**src/hw/rtl/lidar_packet_receiver_core_macros.svh**
```systemverilog
// assertion macros for the lidar packet receiver
// no dependencies; included by the top level only
`ifndef LIDAR_PACKET_RECEIVER_CORE_MACROS_SVH
`define LIDAR_PACKET_RECEIVER_CORE_MACROS_SVH

// same-cycle implication under synchronous reset
`define LPR_ASSERT_NOW(label, clk, rst_n, ante, cons) \
    label: assert property (@(posedge clk) disable iff (!rst_n) (ante) |-> (cons)) \
        else $error("lpr assertion failed");

// next-cycle implication under synchronous reset
`define LPR_ASSERT_NEXT(label, clk, rst_n, ante, cons) \
    label: assert property (@(posedge clk) disable iff (!rst_n) (ante) |=> (cons)) \
        else $error("lpr assertion failed");

`endif

```
**src/hw/rtl/lpr_pkg.sv**
```systemverilog
// shared types, constants and crc function for the lidar packet receiver
// no dependencies
package lpr_pkg;

    localparam int POINTS     = 12;
    localparam int FRAME_LEN  = 11 + 3 * POINTS;
    localparam int FILL_W     = $clog2(FRAME_LEN + 1);
    localparam int PT_IDX_W   = (POINTS > 1) ? $clog2(POINTS) : 1;
    localparam int PT_ADDR_W  = PT_IDX_W + 1;
    localparam int PT_DEPTH   = 2 ** PT_ADDR_W;
    localparam int SPEED_AT   = 2;
    localparam int FIRST_AT   = 4;
    localparam int PT_FIRST   = 6;
    localparam int PT_END     = PT_FIRST + 3 * POINTS;
    localparam int FINAL_AT   = PT_END;

    localparam logic [7:0] HDR_BYTE = 8'h54;
    localparam logic [7:0] LEN_BYTE = 8'h2C;
    localparam logic [7:0] CRC_POLY = 8'h4D;
    localparam logic [15:0] GAP_RESET = 16'd25;

    typedef struct packed {
        logic [7:0]  rx_byte;
        logic [31:0] arrival_ms;
    } t_in_word;

    typedef struct packed {
        logic        frame_good;
        logic [15:0] rotor_speed;
        logic [15:0] first_angle;
        logic [15:0] final_angle;
        logic [3:0]  point_number;
        logic [15:0] range_mm;
        logic [7:0]  strength;
        logic        last;
        logic [31:0] good_frames;
        logic [31:0] bad_frames;
    } t_out_word;

    typedef struct packed {
        logic [7:0]  strength;
        logic [15:0] range_mm;
    } t_pt_data;

    typedef struct packed {
        logic                 en;
        logic [PT_ADDR_W-1:0] addr;
        t_pt_data             data;
    } t_pt_wr;

    typedef struct packed {
        logic        start;
        logic        good;
        logic        bank;
        logic [15:0] rotor_speed;
        logic [15:0] first_angle;
        logic [15:0] final_angle;
        logic [31:0] good_frames;
        logic [31:0] bad_frames;
    } t_job;

    function automatic logic [7:0] crc_feed(input logic [7:0] crc, input logic [7:0] b);
        logic [7:0] c;
        c = crc ^ b;
        for (int k = 0; k < 8; k++) begin
            c = c[7] ? ((c << 1) ^ CRC_POLY) : (c << 1);
        end
        return c;
    endfunction

endpackage

```
**src/hw/rtl/lidar_packet_receiver_core.sv**
```systemverilog
// top level of the lidar packet receiver: frame hunt, crc check, frame counters
// depends on lpr_pkg, lpr_point_drain and lidar_packet_receiver_core_macros.svh
//
// usage
//   input channel takes one received byte per word with its millisecond
//   timestamp; one word can be accepted every cycle. the byte that closes a
//   frame is held off (o_in_ready low) only while the previous frame's
//   results are still being read out of the point memory.
//   output channel gives one word per cycle while the receiver is ready:
//   POINTS words for a good frame, one word flagged bad for a failed crc; the
//   first result goes through job register, memory read and output register.
//   point words are kept in a two-bank point memory so the next frame fills
//   one bank while the drain reads the other; a stalled receiver only backs
//   up the drain and, at the end of the following frame, the input.
//   the config channel writes gap_timeout_ms and is always ready; write it
//   only while the block is idle.
//   reset (synchronous, active low) returns to header hunt, clears both frame
//   counters, drops pending results and sets the gap timeout to 25 ms.
`include "lidar_packet_receiver_core_macros.svh"

module lidar_packet_receiver_core (
    input  logic               i_clk,
    input  logic               i_rst_n,
    input  logic               i_in_valid,
    output logic               o_in_ready,
    input  lpr_pkg::t_in_word  i_in_word,
    output logic               o_out_valid,
    input  logic               i_out_ready,
    output lpr_pkg::t_out_word o_out_word,
    input  logic               i_cfg_valid,
    output logic               o_cfg_ready,
    input  logic [15:0]        i_cfg_data
);

    typedef enum logic [1:0] {
        ST_HEADER  = 2'd0,
        ST_LENGTH  = 2'd1,
        ST_COLLECT = 2'd2
    } t_hunt;

    t_hunt                        r_state,    n_state;
    logic [lpr_pkg::FILL_W-1:0]   r_fill,     n_fill;
    logic [7:0]                   r_crc,      n_crc;
    logic [31:0]                  r_prev_ms,  n_prev_ms;
    logic [15:0]                  r_gap_ms;
    logic [31:0]                  r_good_cnt, n_good_cnt;
    logic [31:0]                  r_bad_cnt,  n_bad_cnt;
    logic                         r_wr_bank,  n_wr_bank;
    logic [lpr_pkg::PT_IDX_W-1:0] r_pt_idx,   n_pt_idx;
    logic [1:0]                   r_pt_phase, n_pt_phase;
    logic [15:0]                  r_speed,    n_speed;
    logic [15:0]                  r_first_ang, n_first_ang;
    logic [15:0]                  r_final_ang, n_final_ang;
    logic [7:0]                   r_pt_lo,    n_pt_lo;
    logic [7:0]                   r_pt_hi,    n_pt_hi;

    lpr_pkg::t_pt_wr pt_wr;
    lpr_pkg::t_job   job;
    logic            drain_busy;

    logic                       accept;
    logic [7:0]                 b;
    logic [31:0]                gap;
    logic                       drop;
    t_hunt                      eff_state;
    logic [lpr_pkg::FILL_W-1:0] eff_fill;
    logic [7:0]                 crc_cont;
    logic [7:0]                 crc_new;
    logic                       crc_ok;

    assign o_cfg_ready = 1'b1;
    assign o_in_ready  = !(r_state == ST_COLLECT
                           && r_fill == lpr_pkg::FILL_W'(lpr_pkg::FRAME_LEN - 1)
                           && drain_busy);
    assign accept    = i_in_valid && o_in_ready;
    assign b         = i_in_word.rx_byte;
    assign gap       = i_in_word.arrival_ms - r_prev_ms;
    assign drop      = (r_fill != '0) && (gap > {16'd0, r_gap_ms});
    assign eff_state = drop ? ST_HEADER : r_state;
    assign eff_fill  = drop ? '0 : r_fill;
    assign crc_cont  = lpr_pkg::crc_feed(r_crc, b);
    assign crc_new   = lpr_pkg::crc_feed(8'h00, b);
    assign crc_ok    = (r_crc == b);

    always_comb begin
        n_state     = r_state;
        n_fill      = r_fill;
        n_crc       = r_crc;
        n_prev_ms   = r_prev_ms;
        n_good_cnt  = r_good_cnt;
        n_bad_cnt   = r_bad_cnt;
        n_wr_bank   = r_wr_bank;
        n_pt_idx    = r_pt_idx;
        n_pt_phase  = r_pt_phase;
        n_speed     = r_speed;
        n_first_ang = r_first_ang;
        n_final_ang = r_final_ang;
        n_pt_lo     = r_pt_lo;
        n_pt_hi     = r_pt_hi;
        pt_wr       = '0;
        job         = '0;
        job.bank        = r_wr_bank;
        job.rotor_speed = r_speed;
        job.first_angle = r_first_ang;
        job.final_angle = r_final_ang;
        job.good_frames = r_good_cnt;
        job.bad_frames  = r_bad_cnt;

        if (accept) begin
            n_prev_ms = i_in_word.arrival_ms;
            if (drop) begin
                n_state = ST_HEADER;
                n_fill  = '0;
            end
            unique case (eff_state)
                ST_LENGTH: begin
                    if (b == lpr_pkg::LEN_BYTE) begin
                        n_crc      = crc_cont;
                        n_fill     = lpr_pkg::FILL_W'(2);
                        n_state    = ST_COLLECT;
                        n_pt_idx   = '0;
                        n_pt_phase = 2'd0;
                    end else if (b == lpr_pkg::HDR_BYTE) begin
                        n_crc   = crc_new;
                        n_fill  = lpr_pkg::FILL_W'(1);
                        n_state = ST_LENGTH;
                    end else begin
                        n_fill  = '0;
                        n_state = ST_HEADER;
                    end
                end
                ST_COLLECT: begin
                    if (eff_fill == lpr_pkg::FILL_W'(lpr_pkg::FRAME_LEN - 1)) begin
                        n_fill    = '0;
                        n_state   = ST_HEADER;
                        job.start = 1'b1;
                        job.good  = crc_ok;
                        if (crc_ok) begin
                            n_good_cnt      = r_good_cnt + 32'd1;
                            n_wr_bank       = !r_wr_bank;
                            job.good_frames = n_good_cnt;
                        end else begin
                            n_bad_cnt      = r_bad_cnt + 32'd1;
                            job.bad_frames = n_bad_cnt;
                        end
                    end else begin
                        n_crc  = crc_cont;
                        n_fill = lpr_pkg::FILL_W'(eff_fill + 1'b1);
                        if (eff_fill == lpr_pkg::FILL_W'(lpr_pkg::SPEED_AT)) begin
                            n_speed[7:0] = b;
                        end
                        if (eff_fill == lpr_pkg::FILL_W'(lpr_pkg::SPEED_AT + 1)) begin
                            n_speed[15:8] = b;
                        end
                        if (eff_fill == lpr_pkg::FILL_W'(lpr_pkg::FIRST_AT)) begin
                            n_first_ang[7:0] = b;
                        end
                        if (eff_fill == lpr_pkg::FILL_W'(lpr_pkg::FIRST_AT + 1)) begin
                            n_first_ang[15:8] = b;
                        end
                        if (eff_fill == lpr_pkg::FILL_W'(lpr_pkg::FINAL_AT)) begin
                            n_final_ang[7:0] = b;
                        end
                        if (eff_fill == lpr_pkg::FILL_W'(lpr_pkg::FINAL_AT + 1)) begin
                            n_final_ang[15:8] = b;
                        end
                        if (eff_fill >= lpr_pkg::FILL_W'(lpr_pkg::PT_FIRST)
                            && eff_fill < lpr_pkg::FILL_W'(lpr_pkg::PT_END)) begin
                            // distance low, distance high, intensity
                            unique case (r_pt_phase)
                                2'd0: begin
                                    n_pt_lo    = b;
                                    n_pt_phase = 2'd1;
                                end
                                2'd1: begin
                                    n_pt_hi    = b;
                                    n_pt_phase = 2'd2;
                                end
                                default: begin
                                    pt_wr.en            = 1'b1;
                                    pt_wr.addr          = {r_wr_bank, r_pt_idx};
                                    pt_wr.data.strength = b;
                                    pt_wr.data.range_mm = {r_pt_hi, r_pt_lo};
                                    n_pt_idx   = lpr_pkg::PT_IDX_W'(r_pt_idx + 1'b1);
                                    n_pt_phase = 2'd0;
                                end
                            endcase
                        end
                    end
                end
                default: begin
                    if (b == lpr_pkg::HDR_BYTE) begin
                        n_crc   = crc_new;
                        n_fill  = lpr_pkg::FILL_W'(1);
                        n_state = ST_LENGTH;
                    end
                end
            endcase
        end
    end

    always_ff @(posedge i_clk) begin
        if (!i_rst_n) begin
            r_state    <= ST_HEADER;
            r_fill     <= '0;
            r_crc      <= 8'h00;
            r_prev_ms  <= 32'd0;
            r_gap_ms   <= lpr_pkg::GAP_RESET;
            r_good_cnt <= 32'd0;
            r_bad_cnt  <= 32'd0;
            r_wr_bank  <= 1'b0;
            r_pt_idx   <= '0;
            r_pt_phase <= 2'd0;
        end else begin
            r_state    <= n_state;
            r_fill     <= n_fill;
            r_crc      <= n_crc;
            r_prev_ms  <= n_prev_ms;
            r_good_cnt <= n_good_cnt;
            r_bad_cnt  <= n_bad_cnt;
            r_wr_bank  <= n_wr_bank;
            r_pt_idx   <= n_pt_idx;
            r_pt_phase <= n_pt_phase;
            if (i_cfg_valid && o_cfg_ready) begin
                r_gap_ms <= i_cfg_data;
            end
        end
    end

    always_ff @(posedge i_clk) begin
        r_speed     <= n_speed;
        r_first_ang <= n_first_ang;
        r_final_ang <= n_final_ang;
        r_pt_lo     <= n_pt_lo;
        r_pt_hi     <= n_pt_hi;
    end

    lpr_point_drain u_drain (
        .i_clk       (i_clk),
        .i_rst_n     (i_rst_n),
        .i_pt_wr     (pt_wr),
        .i_job       (job),
        .o_busy      (drain_busy),
        .o_out_valid (o_out_valid),
        .i_out_ready (i_out_ready),
        .o_out_word  (o_out_word)
    );

    `LPR_ASSERT_NOW(a_job_into_idle_drain, i_clk, i_rst_n, job.start, !drain_busy)
    `LPR_ASSERT_NEXT(a_job_makes_busy, i_clk, i_rst_n, job.start, drain_busy)
    `LPR_ASSERT_NOW(a_result_from_drain, i_clk, i_rst_n, $rose(o_out_valid), $past(drain_busy))

endmodule

```
**src/hw/rtl/lpr_point_drain.sv**
```systemverilog
// point store and result drain: two-bank point memory, read stage, output register
// depends on lpr_pkg
module lpr_point_drain (
    input  logic              i_clk,
    input  logic              i_rst_n,
    input  lpr_pkg::t_pt_wr   i_pt_wr,
    input  lpr_pkg::t_job     i_job,
    output logic              o_busy,
    output logic              o_out_valid,
    input  logic              i_out_ready,
    output lpr_pkg::t_out_word o_out_word
);

    lpr_pkg::t_pt_data mem [lpr_pkg::PT_DEPTH];

    logic                         r_job_active;
    logic                         r_job_good;
    logic                         r_job_bank;
    logic [lpr_pkg::PT_IDX_W-1:0] r_job_idx;
    logic [15:0]                  r_speed;
    logic [15:0]                  r_first_ang;
    logic [15:0]                  r_final_ang;
    logic [31:0]                  r_good_cnt;
    logic [31:0]                  r_bad_cnt;

    logic                         r_rd_valid;
    logic                         r_rd_good;
    logic                         r_rd_last;
    logic [lpr_pkg::PT_IDX_W-1:0] r_rd_idx;
    lpr_pkg::t_pt_data            r_rd_data;

    logic                         r_out_valid;
    lpr_pkg::t_out_word           r_out_word;
    lpr_pkg::t_out_word           n_out_word;

    logic out_load;
    logic issue;
    logic issue_last;

    assign out_load   = r_rd_valid && (!r_out_valid || i_out_ready);
    assign issue      = r_job_active && (!r_rd_valid || out_load);
    assign issue_last = !r_job_good
                        || (r_job_idx == lpr_pkg::PT_IDX_W'(lpr_pkg::POINTS - 1));

    assign o_busy      = r_job_active || r_rd_valid;
    assign o_out_valid = r_out_valid;
    assign o_out_word  = r_out_word;

    // bad frame: all point fields zero, single result
    always_comb begin
        n_out_word             = '0;
        n_out_word.frame_good  = r_rd_good;
        n_out_word.last        = r_rd_last;
        n_out_word.good_frames = r_good_cnt;
        n_out_word.bad_frames  = r_bad_cnt;
        if (r_rd_good) begin
            n_out_word.rotor_speed  = r_speed;
            n_out_word.first_angle  = r_first_ang;
            n_out_word.final_angle  = r_final_ang;
            n_out_word.point_number = 4'(r_rd_idx);
            n_out_word.range_mm     = r_rd_data.range_mm;
            n_out_word.strength     = r_rd_data.strength;
        end
    end

    always_ff @(posedge i_clk) begin
        if (i_pt_wr.en) begin
            mem[i_pt_wr.addr] <= i_pt_wr.data;
        end
        if (issue) begin
            r_rd_data <= mem[{r_job_bank, r_job_idx}];
        end
    end

    always_ff @(posedge i_clk) begin
        if (!i_rst_n) begin
            r_job_active <= 1'b0;
            r_rd_valid   <= 1'b0;
            r_out_valid  <= 1'b0;
        end else begin
            if (i_job.start) begin
                r_job_active <= 1'b1;
            end else if (issue && issue_last) begin
                r_job_active <= 1'b0;
            end
            if (issue) begin
                r_rd_valid <= 1'b1;
            end else if (out_load) begin
                r_rd_valid <= 1'b0;
            end
            if (out_load) begin
                r_out_valid <= 1'b1;
            end else if (i_out_ready) begin
                r_out_valid <= 1'b0;
            end
        end
    end

    always_ff @(posedge i_clk) begin
        if (i_job.start) begin
            r_job_good  <= i_job.good;
            r_job_bank  <= i_job.bank;
            r_job_idx   <= '0;
            r_speed     <= i_job.rotor_speed;
            r_first_ang <= i_job.first_angle;
            r_final_ang <= i_job.final_angle;
            r_good_cnt  <= i_job.good_frames;
            r_bad_cnt   <= i_job.bad_frames;
        end else if (issue) begin
            r_job_idx <= lpr_pkg::PT_IDX_W'(r_job_idx + 1'b1);
        end
        if (issue) begin
            r_rd_good <= r_job_good;
            r_rd_last <= issue_last;
            r_rd_idx  <= r_job_idx;
        end
        if (out_load) begin
            r_out_word <= n_out_word;
        end
    end

endmodule
```
**config.mk**
```make
export PLATFORM = sky130hd
export DESIGN_NAME = lidar_packet_receiver_core
export DESIGN_NICKNAME = d
export VERILOG_FILES = /design/src/hw/rtl/lpr_pkg.sv /design/src/hw/rtl/lidar_packet_receiver_core.sv /design/src/hw/rtl/lpr_point_drain.sv
export VERILOG_INCLUDE_DIRS = /design/src /design/src/hw/rtl
export SDC_FILE = /design/constraint.sdc
export NUM_CORES = 1
export LEC_CHECK = 0
export BUFFER_PORTS_ARGS = -buffer_cell sky130_fd_sc_hd__buf_2
export CAP_MARGIN = 10
export CORE_MARGIN = 4
export CORE_UTILIZATION = 30
export CTS_CLUSTER_SIZE = 16
export DETAILED_ROUTE_END_ITERATION = 12
export GPL_ROUTABILITY_DRIVEN = 0
export PLACE_DENSITY = 0.43
export SLEW_MARGIN = 5
export SYNTH_ARGS = -nofsm -noshare
export SYNTH_HDL_FRONTEND = slang
export SYNTH_SLANG_ARGS = --single-unit
export TNS_END_PERCENT = 100
```
**constraint.sdc**
```tcl
create_clock -name i_clk -period 11.4 [get_ports i_clk]
set_clock_uncertainty 0.05 [all_clocks]
set_input_delay 3.42 -clock i_clk [delete_from_list [all_inputs] [get_ports i_clk]]
set_output_delay 3.42 -clock i_clk [all_outputs]
set_load 0.005 [all_outputs]
```
After elaboration in Yosys (flattened, before gate mapping)
Memory sizes are Yosys's and may differ from the RTL's. A register that Yosys moved wholly into a read port is not among the register bits.
Cells that the tools add are included.

word-level totals
  word-level logic and storage cells = 190
  input port bits = 61
  memories = 1
  output and inout bits = 145
  register bits after elaboration = 468
  RAM bits = 768

memories
  memory       words  bits a word  rd ports  clocked after Yosys merged registers in  wr ports  line                   text
  u_drain.mem  32     24           1         1                                        1         lpr_point_drain.sv:14  lpr_pkg::t_pt_data mem [lpr_pkg::PT_DEPTH];

cells by class
  $add $sub $neg = 6
  eq/ne operators = 20
  $lt $le $gt $ge = 3
  reductions and logical operators = 37
  bitwise gates (word level) = 18
  muxes and demuxes = 63

operators by type and width
  kind                                                  count
  two-way mux 64 bit                                    3
  two-way mux 30 bit                                    5
  two-way mux 7 bit                                     16
  adder 32 x 1 -> 32 bit (second input constant)        2
  two-way mux 32 bit                                    2
  inverter 4 bit                                        16
  greater-than comparator 32 x 16 -> 1 bit              1
  subtractor 32 bit                                     1
  AND reduction 4 bit                                   7
  equality test 6 bit (second input constant)           4
  two-way mux 8 bit                                     3
  two-way mux 2 bit                                     11
  two-way mux 6 bit                                     3
  two-way mux 4 bit                                     4
  case mux 8 bit (2 select lines)                       1
  AND reduction 5 bit                                   3
  equality test 6 x 2 -> 1 bit (second input constant)  2
  equality test 6 x 3 -> 1 bit (second input constant)  2
  case mux 2 bit (2 select lines)                       3
  case mux 6 bit (2 select lines)                       1
  two-way mux 1 bit                                     10
  adder 4 x 1 -> 4 bit (second input constant)          2
  equality test 8 x 6 -> 1 bit (second input constant)  1
  equality test 8 x 7 -> 1 bit (second input constant)  1
  21 further kinds                                      43

Longest topological paths before layout
Gate-level depths: netlist of the first run.

  word-level depth = 19
  mapped depth = 30
  mapped depth without buffers = 28

Modules after synthesis
Synthesis of the first run repeated with hierarchy kept, for this count alone.

unflattened totals
  cell total of the unflattened synthesis = 3,127
  area total of the unflattened synthesis = 50,598.5 um^2

modules (own cells, without submodules)
  module                      area each (um^2)  seq. area each (um^2)  times used  cells each
  lpr_point_drain             38,778.4          31,790.5               1           1,728
  lidar_packet_receiver_core  11,820.1          4,624.4                1           1,399

Worst setup path after synthesis of the first run
OpenSTA, ideal clock, no wires.

  path type = input to register
  start point = input port i_in_word[4] (netlist name)
  end point = memory u_drain.mem[14][0] (netlist name) (enable)
  required time = 10.875 ns
  stages = 25
  slack = -0.116 ns
  setup time = 0.475 ns
  data arrival time = 10.991 ns
  path buffers = 2
  cell sequence = ha_1 a21o_1 a31o_1 o2111a_1 nor3_1 o21ai_0 xor2_1 ha_1 nand4_1 nor3_1 a21boi_0 o31a_1 nor3_1 o2111ai_1 nor4_2 nand3_1 clkbuf_1 nand2_1 and2_1 ha_1 inv_1 nor2_1 nand4_1 clkbuf_1 nor4b_1

between the ends
  longest elaborated chain between the ends = 12
  elaborated cells on any way between the ends = 16
  those cells by class = add/sub: 1; order compare: 3; eq/ne: 2; mux: 8; reduce/logical: 2

RTL lines
  item                                                                               line                                                                  text
  start: declaration                                                                 lidar_packet_receiver_core.sv:26                                      input lpr_pkg::t_in_word i_in_word,
  subtractor 32 bit *                                                                lidar_packet_receiver_core.sv:77                                      assign gap = i_in_word.arrival_ms - r_prev_ms;
  greater-than comparator 32 x 16 -> 1 bit *                                         lidar_packet_receiver_core.sv:78                                      assign drop = (r_fill != '0) && (gap > {16'd0, r_gap_ms});
  logical AND 1 bit *                                                                lidar_packet_receiver_core.sv:78
  two-way mux 6 bit                                                                  --
  >= comparator 6 x 3 -> 1 bit / less-than comparator 6 bit (equally long branches)  lidar_packet_receiver_core.sv:167, lidar_packet_receiver_core.sv:168
  logical AND 1 bit                                                                  lidar_packet_receiver_core.sv:168                                     && eff_fill < lpr_pkg::FILL_W'(lpr_pkg::PT_END)) begin
  two-way mux 30 bit                                                                 lidar_packet_receiver_core.sv:167                                     if (eff_fill >= lpr_pkg::FILL_W'(lpr_pkg::PT_FIRST)
  two-way mux 30 bit                                                                 lidar_packet_receiver_core.sv:133                                     if (eff_fill == lpr_pkg::FILL_W'(lpr_pkg::FRAME_LEN - 1)) begin
  two-way mux 30 bit *                                                               lidar_packet_receiver_core.sv:115                                     unique case (eff_state)
  two-way mux 30 bit *                                                               lidar_packet_receiver_core.sv:109                                     if (accept) begin
  two-way mux 1 bit                                                                  lpr_point_drain.sv:67                                                 if (i_pt_wr.en) begin
  two-way mux 1 bit (not written as such)                                            lpr_point_drain.sv:68                                                 mem[i_pt_wr.addr] <= i_pt_wr.data;
  end: declaration                                                                   lpr_point_drain.sv:14

Every way passes the cells marked *; elsewhere a longest branch is shown, timed or not.

Worst setup path in the final report of the first run
  start point = input port i_in_word[4] (netlist name)
  end point = register r_bad_cnt[25]

between the ends
  longest elaborated chain between the ends = 6
  elaborated cells on any way between the ends = 8
  those cells by class = add/sub: 1; order compare: 1; eq/ne: 2; mux: 2; reduce/logical: 2

RTL lines
  item                                                               line                                                                  text
  subtractor 32 bit *                                                lidar_packet_receiver_core.sv:77
  greater-than comparator 32 x 16 -> 1 bit *                         lidar_packet_receiver_core.sv:78
  logical AND 1 bit *                                                lidar_packet_receiver_core.sv:78
  two-way mux 6 bit / two-way mux 2 bit (equally long branches)      --
  equality test 6 bit / equality test 2 bit (equally long branches)  lidar_packet_receiver_core.sv:133, lidar_packet_receiver_core.sv:115
  AND reduction 3 bit (no source line) *                             --
  end signal: assignment                                             lidar_packet_receiver_core.sv:220                                     r_bad_cnt <= n_bad_cnt;
  end: declaration                                                   lidar_packet_receiver_core.sv:47                                      logic [31:0] r_bad_cnt, n_bad_cnt;

Marked as above.
A chain may end at the register's enable or synchronous reset.

==> results of run 1 <==
## registers in the layout, summed over array words and instances, names as in the netlist, 16 cells and up
| register | flops |
|---|---|
| r_bad_cnt | 32 |
| r_final_ang | 16 |
| r_first_ang | 16 |
| r_gap_ms | 16 |
| r_good_cnt | 32 |
| r_prev_ms | 32 |
| r_speed | 16 |
| u_drain.mem | 768 |
| u_drain.o_out_word | 142 |
| u_drain.r_bad_cnt | 32 |
| u_drain.r_final_ang | 16 |
| u_drain.r_first_ang | 16 |
| u_drain.r_good_cnt | 32 |
| u_drain.r_rd_data | 24 |
| u_drain.r_speed | 16 |
## cells in the mapped netlist (7+ instances only)
master and number:
sky130_fd_sc_hd__nand3_1 49, sky130_fd_sc_hd__nand3b_1 7, sky130_fd_sc_hd__nor4b_1 10, sky130_fd_sc_hd__mux4_2 240
sky130_fd_sc_hd__nand4_1 32, sky130_fd_sc_hd__and4_1 12, sky130_fd_sc_hd__o211a_1 8, sky130_fd_sc_hd__a21oi_1 133
sky130_fd_sc_hd__and3_1 18, sky130_fd_sc_hd__o221a_2 8, sky130_fd_sc_hd__nor4_1 35, sky130_fd_sc_hd__clkbuf_1 126
sky130_fd_sc_hd__dfxtp_1 142, sky130_fd_sc_hd__ha_1 57, sky130_fd_sc_hd__inv_1 99, sky130_fd_sc_hd__mux2_2 24
sky130_fd_sc_hd__nor2b_1 7, sky130_fd_sc_hd__o21a_1 19, sky130_fd_sc_hd__xnor2_1 40, sky130_fd_sc_hd__or3_1 33
sky130_fd_sc_hd__xor2_1 31, sky130_fd_sc_hd__or4_1 20, sky130_fd_sc_hd__buf_1 20, sky130_fd_sc_hd__nor2_1 91
sky130_fd_sc_hd__edfxtp_1 1118, sky130_fd_sc_hd__nor3_1 38, sky130_fd_sc_hd__nand2b_1 20, sky130_fd_sc_hd__a21o_1 10
sky130_fd_sc_hd__o31ai_1 19, sky130_fd_sc_hd__mux2i_1 41, sky130_fd_sc_hd__o21ai_0 53, sky130_fd_sc_hd__and2_1 92
sky130_fd_sc_hd__o211ai_1 9, sky130_fd_sc_hd__nand2_1 229
## layer usage
layer | vias to the layer above | part of all wire, % | global-route usage, %
li1 | 12330 | - | -
met1 | 14120 | 45 | 20.68
met2 | 577 | 48 | 24.50
met3 | 192 | 4.2 | 2.319
met4 | 0 | 2.6 | 4.484
met5 | - | 0 | 0
## power by group through the flow
| stage | combinational (W) | clock, W | sequential, W |
|---|---|---|---|
| after floorplan | 0.000185 | 0 | 0.00506 |
| after global placement | 0.000269 | 0 | 0.00507 |
| after detailed placement | 0.000268 | 0 | 0.00507 |
| after CTS | 0.000271 | 0.00465 | 0.00497 |
| after global routing | 0.000300 | 0.00485 | 0.00497 |
| final | 0.000268 | 0.00450 | 0.00497 |
## final timing paths
kind	start	endpoint	slack, ns
min	r_first_ang[5]	u_drain.r_first_ang[5]	0.36
max reg2reg	r_prev_ms[4]	r_bad_cnt[25]	3.94
min reg2reg	r_first_ang[5]	u_drain.r_first_ang[5]	0.36
max	i_in_word[4]	r_bad_cnt[25]	1.48
## worst max-delay path, cell delays in order
cell and delay, ns:
sky130_fd_sc_hd__buf_2 0.14, sky130_fd_sc_hd__ha_1 0.37, sky130_fd_sc_hd__a21o_1 0.19, sky130_fd_sc_hd__a31o_1 0.23
sky130_fd_sc_hd__o2111a_1 0.30, sky130_fd_sc_hd__nor3_1 0.29, sky130_fd_sc_hd__o21ai_0 0.16, sky130_fd_sc_hd__xor2_1 0.18
sky130_fd_sc_hd__ha_1 0.31, sky130_fd_sc_hd__nand4_1 0.14, sky130_fd_sc_hd__nor3_1 0.10, sky130_fd_sc_hd__a21boi_0 0.13
sky130_fd_sc_hd__o31a_1 0.32, sky130_fd_sc_hd__nor3_1 0.20, sky130_fd_sc_hd__o2111ai_1 0.21, sky130_fd_sc_hd__or4_4 0.58
sky130_fd_sc_hd__nor4_4 0.25, sky130_fd_sc_hd__buf_4 0.20, sky130_fd_sc_hd__and2_1 0.18, sky130_fd_sc_hd__ha_1 0.21
sky130_fd_sc_hd__nand3_1 0.21, sky130_fd_sc_hd__nor3_1 0.39, sky130_fd_sc_hd__nand2_1 0.08, sky130_fd_sc_hd__or4_1 0.87
sky130_fd_sc_hd__or4_1 0.69, sky130_fd_sc_hd__a21oi_1 0.16
## stage by stage
stage / worst slack (ns) / cell area [um^2] / setup TNS, ns / cells / hold slack, ns
6_report: 1.484 / 59490 / 0 / 5596 / 0.3629
5_1_grt: 0.9494 / 59480 / 0 / 5595 / 0.3690
4_1_cts: 1.581 / 59480 / 0 / 5595 / 0.3653
3_5_place_dp: 0.7759 / 54880 / 0 / 5340 / 0.3545
3_3_place_gp: 0.8532 / 54880 / 0 / 5340 / 0.3505
2_1_floorplan: -0.1156 / 50570 / -37.71 / 2980 / 0.3503
## final cells by class
cell class              instances  area [um^2]  share of cell area (%)
diodes                          1        2.502                0.004207
clock buffers                 173         3752                   6.308
clock inverters                82        853.3                   1.434
inverters                     101        380.4                  0.6394
multi-input cells            1470        13470                   22.64
flip-flops and latches       1260        36430                   61.24
well taps                    2204         2758                   4.636
repair buffers                305         1842                   3.096
## cell families (layout without fill, tap and decap cells)
family / count (synthesis) / in the layout / share of synthesized area, %
xor gates and xnor gates: 71 / 71 / 1.230
and+or+nand+nor: 713 / 713 / 7.333
other: 1 / 2 / 0.007417
buffers and inverters: 250 / 661 / 1.868
AOI/OAI and AO/OA: 322 / 322 / 4.051
DFF: 1260 / 1260 / 72.02
muxes: 305 / 305 / 12.04
adders and majority gates: 58 / 58 / 1.450
==> summary.md, run 1 <==
## Power
- **P_leak** 16.49 nW
- **Max IR drop VDD** 0.0001318 V
- **internal power consumption** 0.007676 W
- **fraction of power consumed by sequential logic** 51.0%
- **net switching power** 0.002066 W
- **sum of internal, switching and leakage power** 0.009742 W
- **PD cells** 163.8 nW/um^2
- **Sw Ratio** 21.20%
- **Combinational Power Share** 2.8%
- **clock network fraction of total power** 46.2%

## Worst setup path
- **critical path data required time** 12.02 ns
- **CP Launch Type** input port
- **length in cells of the worst reg-to-reg path** 26
- **critical path fanouts, max** 27
- **worst setup path class** in2reg
- **CP arrival** 10.54 ns
- **endpoint kind of the worst setup timing path** flop

## Worst hold path
- **path type of the worst min-delay path** reg2reg
- **worst hold stages** 0

## Drt
- **Vias** 27210
- **Final ANT Viol Nets** 0
- **DRC violation total after the first TritonRoute iteration** 2015
- **average wire per standard cell** 23.67 um
- **Via-to-Cell Ratio** 4.863
- **drt drc** 0
- **number of detailed-route iterations in the first pass** 5
- **Routed Wire Length** 132400 um

## Synth
- **proportion of synthesized flip-flops having asynchronous set or reset** 0%
- **share of synthesized area occupied by flip-flops and latches** 72.02%
- **Synth Flop Type** sky130_fd_sc_hd__edfxtp_1
- **largest cells by area after synthesis** sky130_fd_sc_hd__edfxtp_1, sky130_fd_sc_hd__mux4_2, sky130_fd_sc_hd__dfxtp_1
- **Synthesized Nets** 3099
- **number of flops mapped to enable cells by yosys** 1118
- **cell type with the highest aggregate area in the netlist** sky130_fd_sc_hd__edfxtp_1
- **area share of the largest cell type after synthesis** 66.40%
- **Cell variety after synth** 80
- **total number of yosys warnings** 0
- **summed instance area of the synthesized netlist** 50560 um^2
- **Synth Register Bits** 1260
- **cell count after synthesis** 2980
- **synthesized area per cell** 16.97 um^2

## Clock tree
- **clock insertion delay at the later pin of the skew report** 0.76 ns
- **TritonCTS sink count** 1260
- **post-CTS clock slew at the launch and capture registers of the worst setup and hold paths** 0.06 ns
- **buffers from clock root to sink, at most** 3
- **number of gates resized after CTS** 0
- **CTS H-tree lvls** 4
- **TritonCTS buffer count** 143
- **hold buffers post-CTS** 0
- **buffer cell driving the clock tree root** sky130_fd_sc_hd__clkbuf_16
- **clock tree from TritonCTS** done
- **Post-CTS Setup Bufs** 0

## Global routing
- **aggregate global routing overflow** 0
- **wire length of the first global-routing pass** 193900 um
- **number of global-route vias before repair** 27800
- **largest net degree at the start of global routing** 141
- **Total Routing Usage GR** 14.99%
- **number of antenna violations at the first check in global routing** 5

## Place
- **HPWL Detailed** 82690 um
- **Buffers on Ports** 204

## Die
- **Die Area** 175200 um^2
- **IO Pins** 206
- **die width** 418.5 um
- **effective utilization at floorplan** 30.20%
- **Core Box Area** 167400 um^2
- **Chip Height** 418.5 um
- **standard-cell rows** 150

## Timing
- **worst slew margin relative to its limit** 26.36%
- **unrepaired setup endpoints after global routing** no
- **Least-Margin Pin Slew** 1.105 ns
- **number of endpoints with negative hold slack in the final report** 0
- **maximum operating frequency** 100.9 MHz
- **pins over their slew limit** 0
- **share of the clock period used by the worst path** 86.98%
- **# setup viols final** 0
- **time the final worst path needs with I/O delays and setup** 9.916 ns

## Run status
- **result of the run** completed

## Cells and area
- **final design utilization** 35.53%
- **most frequent cells in the layout** sky130_fd_sc_hd__edfxtp_1, sky130_fd_sc_hd__mux4_2, sky130_fd_sc_hd__nand2_1
- **count of nets after finishing** 3400
- **number of fillers in the final layout** 15880
- **commonest non-fill, non-tap cell in the layout** sky130_fd_sc_hd__edfxtp_1
- **fraction of layout instances using a drive strength above 1** 24.89%
- **Area Overhead vs Synth** 17.65%

## Run
- **number of maximum-capacitance constraint violations** 0

No activity file was read; power rests on OpenSTA's default activity.
==> run 2, diff against run 1 <==
--- a/config.mk
+++ b/config.mk
@@ -9,11 +9,12 @@
 export BUFFER_PORTS_ARGS = -buffer_cell sky130_fd_sc_hd__buf_2
 export CAP_MARGIN = 10
 export CORE_MARGIN = 4
-export CORE_UTILIZATION = 30
+export CORE_UTILIZATION = 55
 export CTS_CLUSTER_SIZE = 16
 export DETAILED_ROUTE_END_ITERATION = 12
 export GPL_ROUTABILITY_DRIVEN = 0
-export PLACE_DENSITY = 0.43
+export GPL_TIMING_DRIVEN = 1
+export PLACE_DENSITY = 0.72
 export SLEW_MARGIN = 5
 export SYNTH_ARGS = -nofsm -noshare
 export SYNTH_HDL_FRONTEND = slang
==> summary.md, run 2 (same netlist as run 1, synthesis figures left out) <==
## Run status
- **result of the run** completed

## Clock tree
- **TritonCTS buffer count** 121
- **post-CTS clock slew at the launch and capture registers of the worst setup and hold paths** 0.06 ns
- **buffers from clock root to sink, at most** 3
- **clock insertion delay at the later pin of the skew report** 0.73 ns
- **hold buffers post-CTS** 0
- **number of gates resized after CTS** 0
- **Post-CTS Setup Bufs** 0
- **CTS H-tree lvls** 3
- **clock tree from TritonCTS** done
- **buffer cell driving the clock tree root** sky130_fd_sc_hd__clkbuf_16
- **TritonCTS sink count** 1260

## Worst setup path
- **Slowest cell on crit path** sky130_fd_sc_hd__or4_1
- **critical path fanouts, max** 27
- **endpoint kind of the worst setup timing path** flop
- **CP Launch Type** input port
- **critical path data required time** 12.00 ns
- **maximum cell stage delay along the critical path** 0.83 ns
- **buffers and inverters on the worst path** 1
- **CP arrival** 10.51 ns
- **kind of cell adding the most delay to the critical path** simple AND/OR/NAND/NOR gates
- **worst setup path class** in2reg

## Timing
- **time the final worst path needs with I/O delays and setup** 9.905 ns
- **pins over their slew limit** 0
- **worst slew margin relative to its limit** 25.05%
- **# setup viols final** 0
- **Total Neg Setup Slack** 0 ns
- **maximum operating frequency** 101.0 MHz
- **share of the clock period used by the worst path** 86.88%
- **unrepaired setup endpoints after global routing** no
- **PnR worst setup slack** 1.495 ns
- **Least-Margin Pin Slew** 1.122 ns
- **number of endpoints with negative hold slack in the final report** 0

## Cells and area
- **commonest non-fill, non-tap cell in the layout** sky130_fd_sc_hd__edfxtp_1
- **count of nets after finishing** 3375
- **antenna diode instance count** 0
- **register bank with the most flops** u_drain.mem
- **most frequent cells in the layout** sky130_fd_sc_hd__edfxtp_1, sky130_fd_sc_hd__mux4_2, sky130_fd_sc_hd__nand2_1
- **Area Overhead vs Synth** 13.86%
- **fraction of layout instances using a drive strength above 1** 24.15%
- **max reg flops** 768

## Power
- **PD cells** 160.4 nW/um^2
- **Max IR drop VDD** 0.0001579 V
- **P_leak** 16.20 nW

## Global routing
- **aggregate global routing overflow** 0
- **layer with the highest usage** met2
- **grt met3 use** 3.410%
- **number of antenna violations at the first check in global routing** 1
- **number of global-route vias before repair** 28170
- **met2 usage** 39.63%
- **wire length of the first global-routing pass** 171700 um
- **Total Routing Usage GR** 23.18%
- **largest net degree at the start of global routing** 169
- **met1 routing resource usage after global routing** 31.36%

## Drt
- **Final ANT Viol Nets** 0
- **drt drc** 0
- **DRC violation total after the first TritonRoute iteration** 2770
- **number of detailed-route iterations in the first pass** 5
- **Routed Wire Length** 112500 um
- **Vias** 27750
- **average wire per standard cell** 24.79 um
- **Via-to-Cell Ratio** 6.115

## Place
- **HPWL Detailed** 67260 um
- **Buffers on Ports** 204
- **placement-stage worst setup slack** 0.9060 ns

## Worst hold path
- **path type of the worst min-delay path** reg2reg

## Die
- **Core Box Area** 90560 um^2
- **standard-cell rows** 110
- **Die Area** 96840 um^2
- **IO Pins** 206
- **effective utilization at floorplan** 55.83%
- **Chip Height** 311.2 um
- **die width** 311.2 um

## Run
- **number of maximum-capacitance constraint violations** 0

==> run 2: cell types whose count changed in the layout (fill, tap and decap cells not counted), sizes merged <==
cell      before  now
buf          305  302
bufinv        11   10
clkbuf       173  166
clkinv        61   47
clkinvlp       3    4
diode          1    0
inv          108  103
==> run 2: final cells by class <==
| type | instances | area, um^2 |
|---|---|---|
| tap | 1176 | 1471 |
| fill | 6129 | 32990 |
| multi-input combinational | 1470 | 13430 |
| clock buffer | 166 | 3351 |
| sequential | 1260 | 36430 |
| clock inverter | 63 | 711.9 |
| inverter | 101 | 380.4 |
| timing repair buffer | 302 | 1802 |
==> run 2: metrics by stage <==
| step | cells | power [W] | hold slack, ns | util (%) | instance area [um^2] |
|---|---|---|---|---|---|
| floorplan | 2980 | 0.005249 | 0.3503 | - | 50570 |
| global placement | 4308 | 0.005315 | 0.3509 | 59.05 | 53480 |
| detailed placement | 4308 | 0.005323 | 0.3545 | 59.05 | 53480 |
| CTS | 4537 | 0.009298 | 0.3271 | 63.54 | 57540 |
| global route | 4538 | 0.009539 | 0.3365 | 63.57 | 57570 |
| finish | 4538 | 0.009233 | 0.3355 | 63.57 | 57570 |
==> run 2: final timing paths <==
path	to	start	slack (ns)	cells past startpoint
hold / removal	u_drain.r_final_ang[0]	r_final_ang[0]	0.34	0
setup / recovery	r_bad_cnt[25]	i_in_word[4]	1.50	26
hold reg to reg	u_drain.r_final_ang[0]	r_final_ang[0]	0.34	0
setup reg to reg	r_bad_cnt[25]	r_prev_ms[4]	4.00	26
==> run 2: power breakdown <==
| group | internal (W) | switching, W | total (W) |
|---|---|---|---|
| Sequential | 0.00496 | 0.00000666 | 0.00497 |
| Clock | 0.00230 | 0.00170 | 0.00400 |
| Combinational | 0.0000979 | 0.000164 | 0.000262 |
==> run 2: per-layer routing <==
layer	up-vias	wire length, um
met5	-	0
met4	0	3166
met3	200	7910
met2	1188	57470
met1	14110	43950
li1	12250	-
